<file path="src/hdl/muon_variable_cone_isolation_unit_defines.svh">
// ---------------------------------------------------------------------------
// Assertion macros for the muon variable-cone isolation unit
// Each macro expects clk and arst_n in the scope of the module that uses it.
// ---------------------------------------------------------------------------
`ifndef MUON_VARIABLE_CONE_ISOLATION_UNIT_DEFINES_SVH
`define MUON_VARIABLE_CONE_ISOLATION_UNIT_DEFINES_SVH

`ifndef SYNTHESIS

// same-cycle implication
`define MVCI_ASSERT_IMP(label, ante, cons) \
	label: assert property (@(posedge clk) disable iff (!arst_n) (ante) |-> (cons)) \
		else $error("same-cycle check failed");

// next-cycle implication
`define MVCI_ASSERT_NXT(label, ante, cons) \
	label: assert property (@(posedge clk) disable iff (!arst_n) (ante) |=> (cons)) \
		else $error("next-cycle check failed");

`else

`define MVCI_ASSERT_IMP(label, ante, cons)
`define MVCI_ASSERT_NXT(label, ante, cons)

`endif

`endif

</file>
<file path="src/hdl/mvci_pkg.sv">
// ---------------------------------------------------------------------------
// mvci_pkg
// Widths, constants and shared types of the muon variable-cone isolation unit.
// ---------------------------------------------------------------------------
package mvci_pkg;

	// item field widths
	localparam int PT_W       = 16;
	localparam int ETA_W      = 13;
	localparam int PHI_W      = 13;
	localparam int PID_W      = 16;
	localparam int SUM_OUT_W  = 24;
	localparam int CMAX_W     = 11;
	localparam int FRAC_W     = 8;

	// configuration port
	localparam int CFG_IDX_W  = 3;
	localparam int CFG_DATA_W = 16;

	// running sum width default
	localparam int SUM_WIDTH_DEF = 24;

	// phi wrap, 1/1024 rad
	localparam int PHI_PI     = 3217;
	localparam int PHI_TWO_PI = 6434;

	// cone arithmetic widths
	localparam int DETA_W    = ETA_W + 1;      // eta and phi differences
	localparam int DETA_SQ_W = 26;             // 8191^2 < 2^26
	localparam int DPHI_SQ_W = 24;             // 3217^2 < 2^24
	localparam int DSUM_W    = DETA_SQ_W + 1;
	localparam int D2_W      = 2 * CMAX_W;     // d2 below cone_max^2
	localparam int PTSQ_W    = 2 * PT_W;
	localparam int PROD_W    = D2_W + PTSQ_W;

	// queue between classifier and accumulator
	localparam int Q_DEPTH = 8;
	localparam int Q_AW    = $clog2(Q_DEPTH);
	localparam int Q_CW    = $clog2(Q_DEPTH + 1);

	typedef enum logic [CFG_IDX_W-1:0] {
		CFG_MUON_PT_MIN     = 3'd0,
		CFG_MUON_ETA_MAX    = 3'd1,
		CFG_TRACK_PT_MIN    = 3'd2,
		CFG_CONE_MAX        = 3'd3,
		CFG_CONE_SCALE      = 3'd4,
		CFG_ISO_NUMERATOR   = 3'd5,
		CFG_ISO_DENOMINATOR = 3'd6
	} cfg_idx_t;

	typedef struct packed {
		logic [PT_W-1:0]   muon_pt_min;
		logic [ETA_W-1:0]  muon_eta_max;
		logic [PT_W-1:0]   track_pt_min;
		logic [CMAX_W-1:0] cone_max;
		logic [PT_W-1:0]   cone_scale;
		logic [FRAC_W-1:0] iso_numerator;
		logic [FRAC_W-1:0] iso_denominator;
	} cfg_t;

	localparam cfg_t CFG_RESET = '{
		muon_pt_min:     16'd80,
		muon_eta_max:    13'd2560,
		track_pt_min:    16'd4,
		cone_max:        11'd307,
		cone_scale:      16'd40960,
		iso_numerator:   8'd3,
		iso_denominator: 8'd20
	};

	// classified item, front to back
	typedef struct packed {
		logic            is_track;
		logic [PT_W-1:0] pt;
		logic            counted;
		logic            kin;
		logic            last;
	} q_entry_t;

endpackage

</file>
<file path="src/hdl/mvci_queue.sv">
// ---------------------------------------------------------------------------
// mvci_queue
// Short FIFO of classified items between the classifier and the accumulator.
// ---------------------------------------------------------------------------
`include "muon_variable_cone_isolation_unit_defines.svh"

module mvci_queue (
	input  logic                   clk,
	input  logic                   arst_n,
	input  logic                   push,
	input  mvci_pkg::q_entry_t     push_entry,
	input  logic                   pop,
	output mvci_pkg::q_entry_t     head,
	output logic                   head_valid,
	output logic [mvci_pkg::Q_CW-1:0] count
);
	import mvci_pkg::*;

	q_entry_t          mem_q [Q_DEPTH];
	logic [Q_AW-1:0]   wr_ptr_q;
	logic [Q_AW-1:0]   rd_ptr_q;
	logic [Q_CW-1:0]   count_q;

	always_ff @(posedge clk) begin
		if (push) begin
			mem_q[wr_ptr_q] <= push_entry;
		end
	end

	always_ff @(posedge clk or negedge arst_n) begin
		if (!arst_n) begin
			wr_ptr_q <= '0;
			rd_ptr_q <= '0;
			count_q  <= '0;
		end else begin
			if (push) begin
				wr_ptr_q <= (wr_ptr_q == Q_AW'(Q_DEPTH - 1)) ? '0 : wr_ptr_q + 1'b1;
			end
			if (pop) begin
				rd_ptr_q <= (rd_ptr_q == Q_AW'(Q_DEPTH - 1)) ? '0 : rd_ptr_q + 1'b1;
			end
			case ({push, pop})
				2'b10:   count_q <= count_q + 1'b1;
				2'b01:   count_q <= count_q - 1'b1;
				default: count_q <= count_q;
			endcase
		end
	end

	assign head       = mem_q[rd_ptr_q];
	assign head_valid = (count_q != '0);
	assign count      = count_q;

	// credit scheme upstream must never overrun the queue
	`MVCI_ASSERT_IMP(a_no_overflow, push, count_q < Q_CW'(Q_DEPTH))
	`MVCI_ASSERT_IMP(a_no_underflow, pop, count_q != '0)

endmodule

</file>
<file path="config.mk">
export PLATFORM = sky130hd
export DESIGN_NAME = mvci_queue
export DESIGN_NICKNAME = d
export VERILOG_FILES = /design/src/hdl/mvci_pkg.sv /design/src/hdl/mvci_queue.sv
export VERILOG_INCLUDE_DIRS = /design/src /design/src/hdl
export SDC_FILE = /design/constraint.sdc
export NUM_CORES = 1
export LEC_CHECK = 0
export CAP_MARGIN = 0
export CORE_MARGIN = 5
export CORE_UTILIZATION = 28
export CTS_CLUSTER_DIAMETER = 120
export DETAILED_ROUTE_END_ITERATION = 10
export DONT_BUFFER_PORTS = 1
export PLACE_DENSITY = 0.48
export SLEW_MARGIN = 10
export SYNTH_ARGS = -nofsm -noshare
export SYNTH_HDL_FRONTEND = slang
export SYNTH_SLANG_ARGS = --single-unit
</file>
<file path="constraint.sdc">
create_clock -name clk -period 2.8 [get_ports clk]
set_input_delay 0 -clock clk [delete_from_list [all_inputs] [get_ports clk]]
set_output_delay 0 -clock clk [all_outputs]
set_load 0.05 [all_outputs]
</file>
* Word-level counts from Yosys, hierarchy flattened
Memories as Yosys holds them, arrays and structs flattened.
Index checks and enable logic that the tools add are counted.
** Storage, ports and cells
- Register bits after elaboration :: 10
- Memory bits (writable) :: 160
- Output and inout port bits :: 25
- Memories :: 1
** Memory list
- mem_q :: depth 8, bits a word 20, rd ports 1, clocked after Yosys merged registers in 0, wr ports 1, line mvci_queue.sv:19 : q_entry_t mem_q [Q_DEPTH];
** Operators by class
- $add $sub $neg :: 4
- Equal/unequal tests :: 4
- Multiplexer cells :: 5
- Reductions and logical operators :: 2
** Operator list (number)
- $pmux 4 s2 :: 1
- $add 3x1->3 const B :: 2
- $eq 3x3->1 const B :: 2
- $mux 3 :: 2
- $add 4x1->4 const B :: 1
- $reduce_bool 4->1 :: 1
- $sub 4x1->4 const B :: 1
- $eq 2x1->1 const B :: 1
- $eq 2x2->1 const B :: 1
- $mux 1 :: 2
- $reduce_bool 2->1 :: 1

* Depth between registers and ports, before layout
Gate-level depths: netlist (run 1).
- Depth in word-level cells :: 2
- Depth in mapped cells :: 8
- Gate-level depth less buffers :: 8

* Worst setup path before layout (run 1)
OpenSTA, ideal clock, no wires.
- Path kind :: flip-flop to flip-flop
- Start point :: reg wr_ptr_q[1]
- End point :: mem mem_q[0][0] (netlist name) (enable)
- Arrival time :: 1.976 ns
- Path slack :: 0.402 ns
- Cell stages (with the launch flop) :: 3
- Path through :: dfrtp_1 -> nand2b_1 -> nor3_1
** RTL lines
- from (decl) :: line mvci_queue.sv:20 : logic [Q_AW-1:0] wr_ptr_q;
- from (signal assigned) :: line mvci_queue.sv:37 : wr_ptr_q <= (wr_ptr_q == Q_AW'(Q_DEPTH - 1)) ? '0 : wr_ptr_q + 1'b1;
- to (decl) :: line mvci_queue.sv:19
No word-level cell before the write port.

==> summary.md, run 1 <==
| Metric | Value |
|---|---|
| Worst Hold Depth | 2 |
| RR Startpoint | rd_ptr_q[0] |
| WL per Instance | between 15 and 20 µm |
| Non-Filler Instances | around 660 |
| Final Util | 34.3% |
| Synth Warn # | 0 |
| Setup Viol. Count Final | 0 |
| Largest net degree at the start of global routing | 43 |
| Gr usage total | 10.2% |
| Max Clk Rate | 395 MHz |
| Max-slew violation count | 0 |
| Vias/cell | 4.39 |
| Layout cells sized above 1 | between 20% and 30% |
| Std cell rows | 56 |
| Setup crit start | rd_ptr_q[0] |
| Post-synthesis cell area | 6730 µm² |
| Largest stage delay, worst path | ~0.82 ns |
| IO buf count | 0 |
| Number of max-cap violations | 0 |
| Hold Path End | mem_q[3][0] |
| RePlAce Congestion | between 0.6 and 0.7 |
| Syn Area/Cell | 23.5 µm² |
| Filler instances | 2240 |
| Area Growth Syn to Fin | 19.8% |
| Post-synthesis sequential area ratio | 75.1% |
| Initial antenna violation count | 1 |
| Post-Route WL | ~13000 µm |
| Residual DRC | 0 |
| Period utilization | 90.4% |
| Diode count | 0 |
| ANT nets after route | 0 |
| DIE AREA | 27200 µm² |
| Max Root-Sink Buffers | 2 |
| VDD IR max | 0.519 mV |
| Slew @ Worst Pin | roughly 0.73 ns |
| Hold Crit Start | push |
| CORE AREA | approximately 24000 µm² |
| Critical path peak fanout | 23 |
| Pleak | 2.66 nW |
| Final instance area | 8060 µm² |
| Via Count | 2906 |
| Detail Placement HPWL | slightly below 8000 µm |
| # clock sinks | between 150 and 200 |
| Critical path, cell by cell | buf_12, mux4_1, mux2_2 |
| Worst R2R Path Depth | 4 |
| Global-route wire length before repair | 19800 µm |
| Synth Register Bits | 170 |
| Nets | approximately 360 |
| Final min period | about 2.5 ns |
| Run status | completed |
| Hold Crit Class | input port to register |
| Die Span Y | 165 µm |
| Relative slew slack | between 50% and 60% |
| CP Data Required Time | 2.80 ns |
| First-pass DRT Iterations | 4 |
| Placed Area | 7250 µm² |
| H-tree Lvls | 4 |
| Setup TNS Final | 0 ns |
| Reg-to-reg slack, setup | ~0.92 ns |
| CTS tree | done |
| CTS root buffer | clkbuf_16 |
| Syn Nets | ~320 |
| Capture point of the worst reg-to-reg path | rd_ptr_q[2] |
| RSZ-0062 raised after global routing | no |
| Crit path capture type | primary output |
| Initial core utilization | 28.6% |
| Starting DRT DRC Count | 106 |
| Post-synthesis cell type count | 23 |
| Post-CTS setup buffer count | 0 |
| CTS clk-pin slew, worst paths | roughly 0.06 ns |
| Worst-Skew Late Latency | 0.41 ns |
| Gr ovfl total | 0 |
| CP arrival | 2.53 ns |
| Die Wd | around 170 µm |
| CP Launch Type | register |
| Vias in the first global route | between 3000 and 4000 |
| Power per Cell Area | 1090 nW/µm² |
| Critical path type | register to primary output |
| TritonCTS buffer count | 17 |
| IO Pins | 49 |
| Worst path slowest cell | dfrtp_2 |
| Overall Power | 8.75 mW |
| Clock Skew | 0.00760 ns |
| Post-cts resize count | 0 |
| Final hold vios | 0 |
| Placed Cells | between 600 and 700 |
| Syn Inst Count | 287 |
## worst max-delay path by stage
stage	slack, ns	end
final	0.27	head[17]
after global routing	0.13	head[11]
after CTS	0.19	head[17]
after detailed placement	0.67	head[11]
after global placement	0.69	head[17]
after floorplan	0.40	mem_q[0][0]
## Yosys cell counts
library cell  count  area, µm²
ha_1              7       87.6
mux2_2           27        304
edfxtp_1        160       4800
dfrtp_1          10        250
or3_1             1       6.26
buf_1             2       7.51
a31oi_1           1       6.26
nor3_1            2       10.0
a21oi_1           2       10.0
inv_1             1       3.75
mux4_2            7        158
nand2_1           2       7.51
xor2_1            4       35.0
or4_1             1       7.51
xnor2_1           1       8.76
buf_6             5       56.3
clkbuf_1          3       11.3
nand2b_1          3       18.8
mux4_1           33        867
buf_2             2       10.0
o32ai_1           1       8.76
nor2_1            9       33.8
nor2b_1           3       18.8
## report_power, final
| part | total [mW] | switching (mW) | internal [mW] | leakage (nW) |
|---|---|---|---|---|
| clock | 2.26 | 0.947 | 1.31 | 0.280 |
| sequential | 3.59 | 0.382 | 3.21 | 1.57 |
| combinational | 2.90 | 1.84 | 1.06 | 0.807 |
| total | 8.75 | 3.17 | 5.58 | 2.66 |
## cell usage in the layout (no fill, tap or decap), types with 2 or more instances in the layout
master	netlist	routed
a21oi_1	2	2
buf_12	0	7
buf_4	0	5
bufinv_16	0	2
clkbuf_16	0	17
clkinv_1	0	2
clkinv_2	0	4
clkinv_4	0	2
clkinvlp_4	0	2
dfrtp_1	10	9
dlygate4sd3_1	0	24
edfxtp_1	160	160
ha_1	7	7
inv_6	0	2
mux2_2	27	27
mux4_1	33	33
mux4_2	7	7
nand2_1	2	2
nand2b_1	3	3
nor2_1	9	3
nor2_2	0	6
nor2b_1	3	3
nor3_2	0	2
xor2_1	4	4
## sequential cells by signal (all words and copies together), names as in the netlist
| register | cells |
|---|---|
| count | 4 |
| rd_ptr_q | 3 |
| wr_ptr_q | 3 |
| mem_q | 160 |
## per-layer routing
layer  wire, µm  global-route usage, %  up-vias  share of wire [%]
li1           -                      -     1319                  -
met3        539                   3.23       12                4.1
met1       5600                   12.4     1524                 43
met2       6700                   17.3       49                 52
met4        165                   3.52        2                1.3
met5          7                      0        -              0.054
## critical path, delay by kind of cell, from the launching register on
family,cells,cell delay (ns)
mux,2,0.99
flops,1,0.82
buf+inv,1,0.29
## repair_timing
action                                 4_1_cts  5_1_grt
endpoints found under the hold margin      178        0
setup endpoints to repair                    0        0
hold buffers                                24        0
## cell type report
cell class	instances	area, µm²	area share [%]
tap	319	399	4.95
clock buffer	17	425	5.28
inverter	1	3.75	0.0465
clock inverter	15	149	1.85
timing repair buffer	36	418	5.18
multi-input combinational	104	1610	20.0
sequential	170	5060	62.7
## logic make-up (layout without fill, tap and decap cells)
kind of cell               after synthesis  after routing  share of synthesized area (%)
AOI/OAI and AO/OA                        4              4                          0.372
xor gates and xnor gates                 5              5                          0.651
adders and majority gates                7              7                           1.30
buffers and inverters                   13             69                           1.32
DFF                                    170            170                           75.1
muxes                                   67             67                           19.7
and+or+nand+nor                         21             21                           1.52
## per-stage QoR
step / setup WS (ns) / hold slack (ns)
floorplan: 0.402 / -0.296
global placement: 0.688 / -0.295
detailed placement: 0.666 / -0.295
CTS: 0.194 / 0.0517
global route: 0.125 / 0.0622
finish: 0.268 / 0.0610
No activity file was read; power rests on OpenSTA's default activity.
==> run 2: changes to the inputs <==
HOLD_SLACK_MARGIN = 0.1   (was not set)
MAX_ROUTING_LAYER = met4   (was not set)
==> run 2 against run 1 <==
Net effect: via count fell by 0.14%; final cell count grew 0.15%; final area hardly changed; count of clock-buffer cells in the layout did not move; non-clock buffer count unchanged; clock skew rose by 0.0011 ns; die area unchanged; global-route usage is 0.30 points higher; critical path depth unchanged; maximum frequency is 0.20% higher; register-to-register slack is essentially flat; largest cell class unchanged; highest routed layer is now met4.
==> summary.md, run 2 (same netlist as run 1, synthesis figures left out) <==
| Metric | Value |
|---|---|
| Run status | completed (unchanged) |
| Reg-to-reg slack, setup | 0.93 ns (was 0.92 ns) |
| First-pass DRT Iterations | 4 (unchanged) |
| Global-route wire length before repair | 19800 µm (about the same) |
| Starting DRT DRC Count | 113 (was 106) |
| Post-cts resize count | 0 (unchanged) |
| Max Root-Sink Buffers | 2 (unchanged) |
| TritonCTS buffer count | 17 (unchanged) |
| # clock sinks | 170 (unchanged) |
| CP Data Required Time | 2.80 ns (about the same) |
| Final hold vios | 0 (unchanged) |
| Relative slew slack | 51.2% (was 51.1%) |
| Slew @ Worst Pin | 0.727 ns (was 0.729 ns) |
| Capture point of the worst reg-to-reg path | rd_ptr_q[2] (unchanged) |
| RR Startpoint | rd_ptr_q[0] (unchanged) |
| H-tree Lvls | 4 (unchanged) |
| Clock Skew | 0.00867 ns (was 0.00760 ns) |
| Commonest cells after routing, fill and taps aside | 160 x edfxtp_1, 33 x mux4_1, 27 x mux2_2 (unchanged) |
| Gr usage total | 10.5% (was 10.2%) |
| Max Clk Rate | 396 MHz (was 395 MHz) |
| Crit path capture type | primary output (unchanged) |
| Number of max-cap violations | 0 (unchanged) |
| Initial antenna violation count | 1 (unchanged) |
| Detail Placement HPWL | 7830 µm (unchanged) |
| Gr ovfl total | 0 (unchanged) |
| Critical path peak fanout | 23 (unchanged) |
| Die Span Y | 165 µm (unchanged) |
| CTS root buffer | clkbuf_16 (unchanged) |
| CP Launch Type | register (unchanged) |
| Setup TNS Final | 0 ns (unchanged) |
| Footprint of the multi-input gates | 1610 µm² (unchanged) |
| Final Util | 34.3% (about the same) |
| Std cell rows | 56 (unchanged) |
| Setup ws final | 0.273 ns (was 0.268 ns) |
| Post-CTS setup buffer count | 0 (unchanged) |
| RSZ-0062 raised after global routing | no (unchanged) |
| Post-Route WL | 13000 µm (about the same) |
| Area Growth Syn to Fin | 19.8% (about the same) |
| Max-slew violation count | 0 (unchanged) |
| Via Count | 2902 (was 2906) |
| Placed Cells | 606 (unchanged) |
| Placed Area | 7250 µm² (unchanged) |
| RePlAce Congestion | 0.691 (was 0.684) |
| Worst R2R Path Depth | 4 (unchanged) |
| Hold Crit Class | input port to register (unchanged) |
| Critical path type | register to primary output (unchanged) |
| Vias in the first global route | 3145 (was 3139) |
| Top reg by flops | mem_q (unchanged) |
| Initial core utilization | 28.6% (unchanged) |
| CTS tree | done (unchanged) |
| Most common cell after layout, fill and taps aside | edfxtp_1 (unchanged) |
| Register area | 5060 µm² (unchanged) |
| Residual DRC | 0 (unchanged) |
| Nets | 361 (unchanged) |
| Hold Crit Start | push (unchanged) |
| Overall Power | 8.76 mW (was 8.75 mW) |
| Worst Hold Depth | 2 (unchanged) |
| VDD IR max | 0.521 mV (was 0.519 mV) |
| ANT nets after route | 0 (unchanged) |
| Vias/cell | 4.38 (was 4.39) |
| Hold Path End | mem_q[0][3] (was mem_q[3][0]) |
| Largest net degree at the start of global routing | 43 (unchanged) |
| Power per Cell Area | 1090 nW/µm² (about the same) |
| Pre-CTS setup slack | 0.666 ns (unchanged) |
| Pleak | 2.66 nW (about the same) |
| Period utilization | 90.3% (was 90.4%) |
| CTS clk-pin slew, worst paths | 0.06 ns (about the same) |
| IO buf count | 0 (unchanged) |
| Final min period | 2.53 ns (about the same) |
| Non-Filler Instances | 663 (was 662) |
| # hold bufs at CTS | 24 (unchanged) |
| Layout cells sized above 1 | 24.8% (unchanged) |
| Filler instances | 2239 (was 2240) |
| CORE AREA | 23500 µm² (unchanged) |
| DIE AREA | 27200 µm² (unchanged) |
| IO Pins | 49 (unchanged) |
| Final instance area | 8070 µm² (was 8060 µm²) |
| Min Hold Slack | 0.127 ns (was 0.0610 ns) |
| Die Wd | 165 µm (unchanged) |
| CP arrival | 2.53 ns (about the same) |
| Max reg flops | 160 (unchanged) |
| Worst-Skew Late Latency | 0.42 ns (was 0.41 ns) |
| Setup Viol. Count Final | 0 (unchanged) |
| WL per Instance | 19.7 µm (about the same) |
run 2: changes by cell type in the layout (fill, tap and decap cells not counted), sizes merged:
cell / previous run / this run
diode: 0 / 1
run 2: area by class of cell:
type                    instances  share of cell area [%]
flip-flops and latches        170                    62.7
multi-input cells             104                    20.0
clock buffers                  17                    5.27
repair buffers                 36                    5.18
well taps                     319                    4.95
clock inverters                15                    1.85
inverters                       1                  0.0465
diodes                          1                  0.0310
run 2: metal layers:
layer	share of wire [%]	wire length (µm)	vias to the layer above	GRT usage (%)
met5	0	0	-	-
met4	1.2	163	0	3.52
met3	3.8	490	11	3.05
met2	52	6750	46	17.1
met1	43	5640	1525	12.6
li1	-	-	1320	-
run 2: power by group:
| group | internal [mW] | switching, mW |
|---|---|---|
| combinational | 1.06 | 1.85 |
| sequential | 3.21 | 0.382 |
| clock | 1.31 | 0.946 |
| total | 5.58 | 3.18 |
run 2: critical path, stage by stage, from the launching register on:
cell and delay (ns):
dfrtp_2 0.82, buf_12 0.29, mux4_1 0.58, mux2_2 0.41
run 2: how the worst max path moves through the flow:
stage                start           to  slack (ns)  depth (start not counted)
2_1_floorplan  wr_ptr_q[1]  mem_q[0][0]        0.40                          2
3_3_place_gp   rd_ptr_q[0]     head[17]        0.69                          3
3_5_place_dp   rd_ptr_q[0]     head[11]        0.67                          3
4_1_cts        rd_ptr_q[0]     head[17]        0.19                          3
5_1_grt        rd_ptr_q[0]     head[11]        0.13                          3
6_report       rd_ptr_q[0]     head[17]        0.27                          3
