$ cat src/hdl/muon_variable_cone_isolation_unit_defines.svh
// ---------------------------------------------------------------------------
// Assertion macros for the muon variable-cone isolation unit
// Each macro expects clk and arst_n in the scope of the module that uses it.
// ---------------------------------------------------------------------------
`ifndef MUON_VARIABLE_CONE_ISOLATION_UNIT_DEFINES_SVH
`define MUON_VARIABLE_CONE_ISOLATION_UNIT_DEFINES_SVH

`ifndef SYNTHESIS

// same-cycle implication
`define MVCI_ASSERT_IMP(label, ante, cons) \
	label: assert property (@(posedge clk) disable iff (!arst_n) (ante) |-> (cons)) \
		else $error("same-cycle check failed");

// next-cycle implication
`define MVCI_ASSERT_NXT(label, ante, cons) \
	label: assert property (@(posedge clk) disable iff (!arst_n) (ante) |=> (cons)) \
		else $error("next-cycle check failed");

`else

`define MVCI_ASSERT_IMP(label, ante, cons)
`define MVCI_ASSERT_NXT(label, ante, cons)

`endif

`endif

$ cat src/hdl/mvci_pkg.sv
// ---------------------------------------------------------------------------
// mvci_pkg
// Widths, constants and shared types of the muon variable-cone isolation unit.
// ---------------------------------------------------------------------------
package mvci_pkg;

	// item field widths
	localparam int PT_W       = 16;
	localparam int ETA_W      = 13;
	localparam int PHI_W      = 13;
	localparam int PID_W      = 16;
	localparam int SUM_OUT_W  = 24;
	localparam int CMAX_W     = 11;
	localparam int FRAC_W     = 8;

	// configuration port
	localparam int CFG_IDX_W  = 3;
	localparam int CFG_DATA_W = 16;

	// running sum width default
	localparam int SUM_WIDTH_DEF = 24;

	// phi wrap, 1/1024 rad
	localparam int PHI_PI     = 3217;
	localparam int PHI_TWO_PI = 6434;

	// cone arithmetic widths
	localparam int DETA_W    = ETA_W + 1;      // eta and phi differences
	localparam int DETA_SQ_W = 26;             // 8191^2 < 2^26
	localparam int DPHI_SQ_W = 24;             // 3217^2 < 2^24
	localparam int DSUM_W    = DETA_SQ_W + 1;
	localparam int D2_W      = 2 * CMAX_W;     // d2 below cone_max^2
	localparam int PTSQ_W    = 2 * PT_W;
	localparam int PROD_W    = D2_W + PTSQ_W;

	// queue between classifier and accumulator
	localparam int Q_DEPTH = 8;
	localparam int Q_AW    = $clog2(Q_DEPTH);
	localparam int Q_CW    = $clog2(Q_DEPTH + 1);

	typedef enum logic [CFG_IDX_W-1:0] {
		CFG_MUON_PT_MIN     = 3'd0,
		CFG_MUON_ETA_MAX    = 3'd1,
		CFG_TRACK_PT_MIN    = 3'd2,
		CFG_CONE_MAX        = 3'd3,
		CFG_CONE_SCALE      = 3'd4,
		CFG_ISO_NUMERATOR   = 3'd5,
		CFG_ISO_DENOMINATOR = 3'd6
	} cfg_idx_t;

	typedef struct packed {
		logic [PT_W-1:0]   muon_pt_min;
		logic [ETA_W-1:0]  muon_eta_max;
		logic [PT_W-1:0]   track_pt_min;
		logic [CMAX_W-1:0] cone_max;
		logic [PT_W-1:0]   cone_scale;
		logic [FRAC_W-1:0] iso_numerator;
		logic [FRAC_W-1:0] iso_denominator;
	} cfg_t;

	localparam cfg_t CFG_RESET = '{
		muon_pt_min:     16'd80,
		muon_eta_max:    13'd2560,
		track_pt_min:    16'd4,
		cone_max:        11'd307,
		cone_scale:      16'd40960,
		iso_numerator:   8'd3,
		iso_denominator: 8'd20
	};

	// classified item, front to back
	typedef struct packed {
		logic            is_track;
		logic [PT_W-1:0] pt;
		logic            counted;
		logic            kin;
		logic            last;
	} q_entry_t;

endpackage

$ cat src/hdl/mvci_if.sv
// ---------------------------------------------------------------------------
// mvci_in_if / mvci_out_if
// Valid/ready channels for input items and result items.
// ---------------------------------------------------------------------------
interface mvci_in_if;
	import mvci_pkg::*;

	logic                     valid;
	logic                     ready;
	logic                     cmd;
	logic [PT_W-1:0]          pt;
	logic signed [ETA_W-1:0]  eta;
	logic signed [PHI_W-1:0]  phi;
	logic [PID_W-1:0]         particle_id;
	logic                     last;

	modport source (output valid, cmd, pt, eta, phi, particle_id, last, input ready);
	modport sink   (input valid, cmd, pt, eta, phi, particle_id, last, output ready);
endinterface


$ cat src/hdl/mvci_front.sv
// ---------------------------------------------------------------------------
// mvci_front
// Accepts items, holds the candidate, and classifies each track through a
// four-stage cone test; pushes one classified item per accepted item.
// ---------------------------------------------------------------------------
`include "muon_variable_cone_isolation_unit_defines.svh"

module mvci_front (
	input  logic                       clk,
	input  logic                       arst_n,
	mvci_in_if.sink                    item_in,
	input  mvci_pkg::cfg_t             cfg,
	input  logic [mvci_pkg::Q_CW-1:0]  q_count,
	output logic                       push,
	output mvci_pkg::q_entry_t         push_entry
);
	import mvci_pkg::*;

	typedef struct packed {
		logic            is_track;
		logic [PT_W-1:0] pt;
		logic            last;
		logic            kin;
		logic            sel_ok;
		logic            cpt_zero;
	} tag_t;

	localparam logic signed [DETA_W-1:0] PI_S     = DETA_W'(PHI_PI);
	localparam logic signed [DETA_W-1:0] NEG_PI_S = -DETA_W'(PHI_PI);
	localparam logic signed [DETA_W-1:0] TWO_PI_S = DETA_W'(PHI_TWO_PI);

	// candidate state
	logic [PT_W-1:0]         cand_pt_q;
	logic signed [ETA_W-1:0] cand_eta_q;
	logic signed [PHI_W-1:0] cand_phi_q;
	logic [PID_W-1:0]        cand_pid_q;
	logic                    cand_kin_q;

	// squared cone limits, refreshed every cycle
	logic [D2_W-1:0]   cmax_sq_q;
	logic [PTSQ_W-1:0] cs_sq_q;

	logic accept;
	logic [Q_CW:0] level;

	logic signed [DETA_W-1:0] eta_ext, phi_ext, cand_eta_ext, cand_phi_ext;
	logic signed [DETA_W-1:0] deta_c, dphi_raw, dphi_c, eta_abs;
	logic kin_new;
	tag_t tag_c;

	logic v_s1, v_s2, v_s3, v_s4;
	tag_t tag_s1, tag_s2, tag_s3, tag_s4;
	logic signed [DETA_W-1:0] deta_s1;
	logic signed [PHI_W-1:0]  dphi_s1;
	logic [PT_W-1:0]          cpt_s1;

	logic signed [2*DETA_W-1:0] deta_sq_c;
	logic signed [2*PHI_W-1:0]  dphi_sq_c;
	logic [DETA_SQ_W-1:0] deta_sq_s2;
	logic [DPHI_SQ_W-1:0] dphi_sq_s2;
	logic [PTSQ_W-1:0]    ptsq_s2;

	logic [DSUM_W-1:0] d2_c;
	logic              near_c;
	logic [D2_W-1:0]   d2_s3;
	logic              near_s3;
	logic [PTSQ_W-1:0] ptsq_s3;

	logic [PROD_W-1:0] prod_s4;
	logic              near_s4;
	logic              cone_ok;

	// input credit: queue fill plus items still in the pipeline
	assign level = (Q_CW+1)'(q_count) + (Q_CW+1)'($countones({v_s1, v_s2, v_s3, v_s4}));
	assign item_in.ready = (level < (Q_CW+1)'(Q_DEPTH));
	assign accept = item_in.valid && item_in.ready;

	always_comb begin
		eta_ext      = {item_in.eta[ETA_W-1], item_in.eta};
		phi_ext      = {item_in.phi[PHI_W-1], item_in.phi};
		cand_eta_ext = {cand_eta_q[ETA_W-1], cand_eta_q};
		cand_phi_ext = {cand_phi_q[PHI_W-1], cand_phi_q};
		deta_c       = eta_ext - cand_eta_ext;
		dphi_raw     = phi_ext - cand_phi_ext;
		// one wrap step brings any 13-bit difference within plus minus pi
		if (dphi_raw > PI_S) begin
			dphi_c = dphi_raw - TWO_PI_S;
		end else if (dphi_raw < NEG_PI_S) begin
			dphi_c = dphi_raw + TWO_PI_S;
		end else begin
			dphi_c = dphi_raw;
		end
		eta_abs = eta_ext[DETA_W-1] ? -eta_ext : eta_ext;
		kin_new = (item_in.pt > cfg.muon_pt_min) &&
			(eta_abs < signed'({1'b0, cfg.muon_eta_max}));
		tag_c.is_track = item_in.cmd;
		tag_c.pt       = item_in.pt;
		tag_c.last     = item_in.last;
		tag_c.kin      = kin_new;
		tag_c.sel_ok   = (item_in.pt > cfg.track_pt_min) && (item_in.particle_id != cand_pid_q);
		tag_c.cpt_zero = (cand_pt_q == '0);
	end

	always_ff @(posedge clk or negedge arst_n) begin
		if (!arst_n) begin
			cand_pt_q  <= '0;
			cand_eta_q <= '0;
			cand_phi_q <= '0;
			cand_pid_q <= '0;
			cand_kin_q <= 1'b0;
			v_s1       <= 1'b0;
			v_s2       <= 1'b0;
			v_s3       <= 1'b0;
			v_s4       <= 1'b0;
		end else begin
			if (accept && !item_in.cmd) begin
				cand_pt_q  <= item_in.pt;
				cand_eta_q <= item_in.eta;
				cand_phi_q <= item_in.phi;
				cand_pid_q <= item_in.particle_id;
				cand_kin_q <= kin_new;
			end
			v_s1 <= accept;
			v_s2 <= v_s1;
			v_s3 <= v_s2;
			v_s4 <= v_s3;
		end
	end

	assign deta_sq_c = deta_s1 * deta_s1;
	assign dphi_sq_c = dphi_s1 * dphi_s1;
	assign d2_c      = DSUM_W'(deta_sq_s2) + DSUM_W'(dphi_sq_s2);
	assign near_c    = d2_c < DSUM_W'(cmax_sq_q);

	always_ff @(posedge clk) begin
		cmax_sq_q <= cfg.cone_max * cfg.cone_max;
		cs_sq_q   <= cfg.cone_scale * cfg.cone_scale;

		// stage 1: differences
		tag_s1  <= tag_c;
		deta_s1 <= deta_c;
		dphi_s1 <= dphi_c[PHI_W-1:0];
		cpt_s1  <= cand_pt_q;

		// stage 2: squares
		tag_s2     <= tag_s1;
		deta_sq_s2 <= deta_sq_c[DETA_SQ_W-1:0];
		dphi_sq_s2 <= dphi_sq_c[DPHI_SQ_W-1:0];
		ptsq_s2    <= cpt_s1 * cpt_s1;

		// stage 3: distance and fixed cone
		tag_s3  <= tag_s2;
		d2_s3   <= d2_c[D2_W-1:0];
		near_s3 <= near_c;
		ptsq_s3 <= ptsq_s2;

		// stage 4: momentum-scaled distance
		tag_s4  <= tag_s3;
		prod_s4 <= d2_s3 * ptsq_s3;
		near_s4 <= near_s3;
	end

	assign cone_ok = near_s4 && (tag_s4.cpt_zero || (prod_s4 < PROD_W'(cs_sq_q)));

	assign push                = v_s4;
	assign push_entry.is_track = tag_s4.is_track;
	assign push_entry.pt       = tag_s4.pt;
	assign push_entry.counted  = tag_s4.is_track && tag_s4.sel_ok && cone_ok;
	assign push_entry.kin      = tag_s4.kin;
	assign push_entry.last     = tag_s4.last;

	// a passing candidate always has nonzero pT
	`MVCI_ASSERT_IMP(a_kin_pt_nonzero, cand_kin_q, cand_pt_q != '0)
	// every accepted item enters pipeline stage 1, then moves through stages 2 to 4 to the queue
	`MVCI_ASSERT_NXT(a_s1_follows_accept, accept, v_s1)

endmodule

$ cat src/flat_wrapper.sv
// flat-port wrapper written by rule: the top's interface ports become plain ports
module mvci_front_flat import mvci_pkg::*;
  (clk, arst_n, cfg, q_count, push, push_entry, item_in_valid, item_in_cmd, item_in_pt, item_in_eta, item_in_phi, item_in_particle_id, item_in_last, item_in_ready);
  mvci_in_if item_in_i ();
  input  logic clk;
  input  logic arst_n;
  input  mvci_pkg::cfg_t cfg;
  input  logic [mvci_pkg::Q_CW-1:0] q_count;
  output logic push;
  output mvci_pkg::q_entry_t push_entry;
  input wire logic [$bits(item_in_i.valid)-1:0] item_in_valid;
  input wire logic [$bits(item_in_i.cmd)-1:0] item_in_cmd;
  input wire logic [$bits(item_in_i.pt)-1:0] item_in_pt;
  input wire logic [$bits(item_in_i.eta)-1:0] item_in_eta;
  input wire logic [$bits(item_in_i.phi)-1:0] item_in_phi;
  input wire logic [$bits(item_in_i.particle_id)-1:0] item_in_particle_id;
  input wire logic [$bits(item_in_i.last)-1:0] item_in_last;
  output wire logic [$bits(item_in_i.ready)-1:0] item_in_ready;
  assign item_in_i.valid = item_in_valid;
  assign item_in_i.cmd = item_in_cmd;
  assign item_in_i.pt = item_in_pt;
  assign item_in_i.eta = item_in_eta;
  assign item_in_i.phi = item_in_phi;
  assign item_in_i.particle_id = item_in_particle_id;
  assign item_in_i.last = item_in_last;
  assign item_in_ready = item_in_i.ready;
  mvci_front u_core (.clk(clk), .arst_n(arst_n), .item_in(item_in_i), .cfg(cfg), .q_count(q_count), .push(push), .push_entry(push_entry));
endmodule
$ cat config.mk
export PLATFORM = sky130hd
export DESIGN_NAME = mvci_front_flat
export DESIGN_NICKNAME = d
export VERILOG_FILES = /design/src/hdl/mvci_pkg.sv /design/src/hdl/mvci_if.sv /design/src/hdl/mvci_front.sv /design/src/flat_wrapper.sv
export VERILOG_INCLUDE_DIRS = /design/src /design/src/hdl
export SDC_FILE = /design/constraint.sdc
export NUM_CORES = 2
export LEC_CHECK = 0
export ABC_AREA = 1
export BUFFER_PORTS_ARGS = -buffer_cell sky130_fd_sc_hd__buf_2
export CORE_MARGIN = 2
export CORE_UTILIZATION = 60
export DETAILED_ROUTE_END_ITERATION = 10
export PLACE_DENSITY_LB_ADDON = 0.08
export SYNTH_ARGS = -nofsm -noshare
export SYNTH_HDL_FRONTEND = slang
export SYNTH_SLANG_ARGS = --single-unit
$ cat constraint.sdc
create_clock -name clk -period 6.3 [get_ports clk]
set_input_delay 0.945 -clock clk [delete_from_list [all_inputs] [get_ports clk]]
set_output_delay 0.945 -clock clk [all_outputs]
set_load 0.02 [all_outputs]
-- Word level (Yosys, flattened, before mapping)
Index checks and enable logic that the tools add are counted.
- bits in registers: 435
- bits in latches: 0
- bits in writable memories: 0
- ROM bits: 0
- input bits: 155
- logic and storage cells: 83
- memories kept: 0
- add/subtract/negate cells: 10
- $mul: 6
- divide/modulo/power cells: 0
- magnitude comparators: 8
- eq/ne operators: 1
- shift-type cells: 0
- muxes and demuxes: 3
- bitwise gates (word level): 0
- reductions and logical operators: 10
- operator list (operator ; count):
    $mul 16x16->32 ; 2
    $lt 54x32->1 ; 1
    $mul 22x32->54 ; 1
    $gt 16x16->1 ; 2
    $sub 13x13->14 ; 2
    $add 26x24->27 ; 1
    $lt 27x22->1 ; 1
    $mul 14x14->26 ; 1
    $mux 13 ; 2
    $mul 13x13->24 ; 1
    $mul 11x11->22 ; 1
    $logic_not 16->1 ; 1
    $ne 16x16->1 ; 1
    $gt 14x13->1 const B ; 1
    $lt 14x13->1 const B ; 1
    $lt 14x14->1 ; 1
    $mux 14 ; 1
    $neg 13->14 ; 1
    $add 13x12->13 const B ; 1
    $sub 13x12->13 const B ; 1
    $logic_and 1x1->1 ; 7
    $add 4x5->5 ; 1
    $add 5x5->5 ; 1
    $lt 5x4->1 const B ; 1
    3 further kinds ; 4

-- Longest topological paths before layout
- depth in word-level cells: 6
- depth in mapped cells: 29

-- Worst setup path after synthesis
Ideal clock, no wire load.
- kind: in2reg
- from: input port cfg[29] in the netlist's numbering
- to: register u_core.cs_sq_q[24]
- arrival time: 6.063 ns
- data required time: 6.180 ns
- path slack: 0.117 ns
- cell stages on the path: 21
- path buffers: 2
- cells stage by stage: clkbuf_1 clkbuf_1 nand2_1 fa_1 inv_1 fa_1 inv_1 fa_1 fa_1 fa_1 fa_1 inv_1 ha_1 nand2_1 nor2_1 inv_1 nor3_1 a21oi_1 o21ai_0 a21oi_1 xnor2_1
- word-level cells in the longest chain between the ends: 1
- ends and longest elaborated chain (element ; line ; RTL):
    from (decl) ; flat_wrapper.sv:7 ; input mvci_pkg::cfg_t cfg;
    $mul 16x16->32 ; mvci_front.sv:137 ; cs_sq_q <= cfg.cone_scale * cfg.cone_scale;
    to (signal assigned) ; mvci_front.sv:137 ;
    to (decl) ; mvci_front.sv:41 ; logic [PTSQ_W-1:0] cs_sq_q;
Every way passes these cells.
A chain may end at the register's enable or synchronous reset.

-- Worst setup path in the final report
- from: register u_core.d2_s3[4]
- to: register u_core.prod_s4[53]
- word-level cells in the longest chain between the ends: 1
- ends and longest elaborated chain (element ; line ; RTL):
    from (decl) ; mvci_front.sv:65 ; logic [D2_W-1:0] d2_s3;
    from (signal assigned) ; mvci_front.sv:153 ; d2_s3 <= d2_c[D2_W-1:0];
    $mul 22x32->54 ; mvci_front.sv:159 ; prod_s4 <= d2_s3 * ptsq_s3;
    to (signal assigned) ; mvci_front.sv:159 ;
    to (decl) ; mvci_front.sv:69 ; logic [PROD_W-1:0] prod_s4;
Every way passes these cells.

==> flow_summary.json <==
{
  "status": "completed",
  "met2_usage_pct": 49.8,
  "cts_buffers": 49,
  "dp_cells": 10000,
  "hold_buffers": 0,
  "syn_area_um2": 68700,
  "fin_setup_tns_ps": 0,
  "gp_congestion": 0.940,
  "start_util_pct": 60.3,
  "holdPathStages": 0,
  "fp.dieW_um": 342,
  "relSlewSlack_pct": 31.9,
  "rsz0062_at_grt": "yes",
  "synth_edf_count": 0,
  "ctsRootBufferMaster": "clkbuf_16",
  "clock_sinks": 429,
  "yosys-top-cells-area": "fa_1 37%, inv_1 13%, ha_1 13%",
  "synthCells": 8263,
  "areaGrowthSynthToFinish_pct": 11.3,
  "drv_cap": 0,
  "reg2reg_depth": 25,
  "clkSlewWorstSetupHoldPaths_ps": 60,
  "r2r-start": "u_core.d2_s3[4]",
  "grt_pass1_wl_um": 267000,
  "hold_viol": 0,
  "antenna_found_initial": 2,
  "overflow": 0,
  "grt-busiest-layer": "met2",
  "period_minus_slack_ps": 6200,
  "use_met3_pct": 3.21,
  "hold_path_end": "u_core.ptsq_s3[27]",
  "track_usage_pct": 28.1,
  "rows": 124,
  "drt_iter0_markers": 2436,
  "rr_endpoint": "u_core.prod_s4[53]",
  "vias": 51500,
  "yosys.area.top_type": "fa_1",
  "grt_pass1_vias": 55100,
  "crit_type": "flop to flop",
  "worst_skew_pair.late_latency_ps": 660,
  "ff2ff_setup_slack_ps": 100,
  "syn_area_per_cell_um2": 8.31,
  "drt_wl_total_um": 160000,
  "worstMarginPinSlew_ps": 1010,
  "yosysUniqueCellTypes": 58,
  "hold_class": "flop to flop",
  "maxSlewViolCount": 0,
  "max_freq_mhz": 161,
  "final_layout_size_suffix_gt1_share_pct": 10.3,
  "cts_max_level": 2,
  "drtPass1Iterations": 5,
  "grt_max_degree": 95,
  "period_share_pct": 98.4,
  "synth_top_area_share_pct": 37.3,
  "endpoint_kind": "flop",
  "synth_top_flop_cell": "dfxtp_1",
  "async_flop_share_pct": 14.5,
  "cts_tree": "built",
  "yosysSeqAreaShare_pct": 13.0,
  "io_buffers": 160,
  "core-area_um2": 114000,
  "cts_buffer_depth": 3,
  "cp.required_ps": 6810,
  "setup_viol": 0,
  "dieArea_um2": 117000,
  "fin_cells": 10100,
  "post_drt_wl_per_cell_um": 15.8,
  "ant_nets": 0,
  "met1_usage_pct": 35.8,
  "drc": 0,
  "dp_hpwl_um": 136000,
  "yosys_warnings": 0,
  "nNetsFinal": 10700,
  "critPathLaunchType": "flop",
  "cp_data_arrival_time_ps": 6710,
  "ios": 177,
  "via_per_inst": 5.08,
  "cp_max_fo": 4,
  "skew_ps": 46.0,
  "worstHoldStart": "u_core.ptsq_s2[27]",
  "fp.dieH_um": 342,
  "ys_ff_latch": 429
}
## registers in the layout, indices dropped and copies added (netlist names), 22 cells and up
| register | count |
|---|---|
| u_core.ptsq_s2 | 31 |
| u_core.deta_sq_s2 | 25 |
| u_core.d2_s3 | 22 |
| u_core.dphi_sq_s2 | 23 |
| u_core.cs_sq_q | 31 |
| u_core.prod_s4 | 54 |
| u_core.ptsq_s3 | 31 |
## how the worst max path moves through the flow
stage	from	depth (start not counted)	endpoint	slack, ps
detailed placement	u_core.ptsq_s3[17]	21	u_core.prod_s4[41]	-240
global placement	u_core.ptsq_s3[17]	22	u_core.prod_s4[41]	-130
CTS	u_core.d2_s3[7]	24	u_core.prod_s4[46]	8
finish	u_core.d2_s3[4]	25	u_core.prod_s4[53]	100
global route	u_core.d2_s3[7]	25	u_core.prod_s4[53]	-110
floorplan	cfg[29]	21	u_core.cs_sq_q[24]	120
## kinds of logic after synthesis
logic type	synth area share [%]
buffers and inverters	14.4
and+or+nand+nor	13.8
adders and majority gates	50.0
AOI/OAI and AO/OA	4.98
DFF	13.0
xor gates and xnor gates	3.52
muxes	0.361
other	0.0109
## worst max-delay path, cell delays in order (launching register included)
cell,delay (ps)
dfxtp_4,380
clkbuf_16,170
clkbuf_16,150
nand2_1,50
inv_1,50
fa_1,520
inv_1,50
fa_1,470
fa_1,510
inv_1,70
fa_1,500
inv_1,60
fa_1,570
fa_2,470
fa_1,490
inv_1,60
ha_4,260
buf_4,160
a31oi_1,200
buf_4,170
o21ai_0,70
a21oi_1,150
nand3_2,130
nand3_1,90
nand2_1,70
xor2_1,140
## synthesized netlist by cell type (26+ instances only)
cell	number
a21o_1	26
a21oi_1	300
a31oi_1	27
clkbuf_1	237
dfrtp_1	62
dfxtp_1	367
fa_1	1278
ha_1	701
inv_1	2339
nand2_1	1747
nand3_1	146
nand4_1	49
nor2_1	251
nor3_1	51
o21ai_0	157
xnor2_1	109
xor2_1	164
## stage by stage
step                hold WS (ps)  area [um2]  setup slack [ps]  utilization [%]
floorplan                    310       68700               117                -
global placement             310       73300              -133             64.3
detailed placement           312       73300              -238             64.3
CTS                          307       75000              8.35             65.9
global route                 308       76400              -114             67.1
finish                       302       76400               101             67.1
## routing by layer
layer | vias up | part of all wire, %
met5 | - | 0.0081
met4 | 2 | 3.4
met3 | 274 | 4.9
met2 | 1141 | 50
met1 | 25300 | 42
li1 | 24800 | -
## repair_timing
| item | in CTS | in global routing |
|---|---|---|
| resized for setup | 20 | 273 |
| cloned | 0 | 11 |
| pin swaps | 0 | 79 |
| buffers inserted | 0 | 19 |
| setup endpoints to repair | 29 | 35 |
## layout make-up
type | count | area [um2]
Fill cell | 9596 | 37500
Clock inverter | 22 | 236
Clock buffer | 69 | 1460
Antenna cell | 2 | 5.00
Multi-Input combinational cell | 5235 | 50700
Tap cell | 1512 | 1890
Inverter | 2349 | 8820
Timing Repair Buffer | 528 | 4310
Sequential cell | 429 | 8980
## cell usage in the layout, fill, tap and decap left out, types with 43 or more instances in the layout
| cell | count |
|---|---|
| ha_1 | 683 |
| nand3_1 | 143 |
| dfxtp_1 | 333 |
| inv_1 | 2321 |
| clkbuf_16 | 62 |
| xor2_1 | 164 |
| buf_2 | 160 |
| nor2_1 | 221 |
| a21oi_1 | 266 |
| buf_4 | 300 |
| fa_1 | 1270 |
| nor3_1 | 43 |
| nand4_1 | 49 |
| nand2_1 | 1728 |
| o21ai_0 | 132 |
| xnor2_1 | 109 |
| dfrtp_1 | 62 |
Power is not shown: default switching activity piles up to over one toggle a cycle in this logic, so the estimate is an artifact.
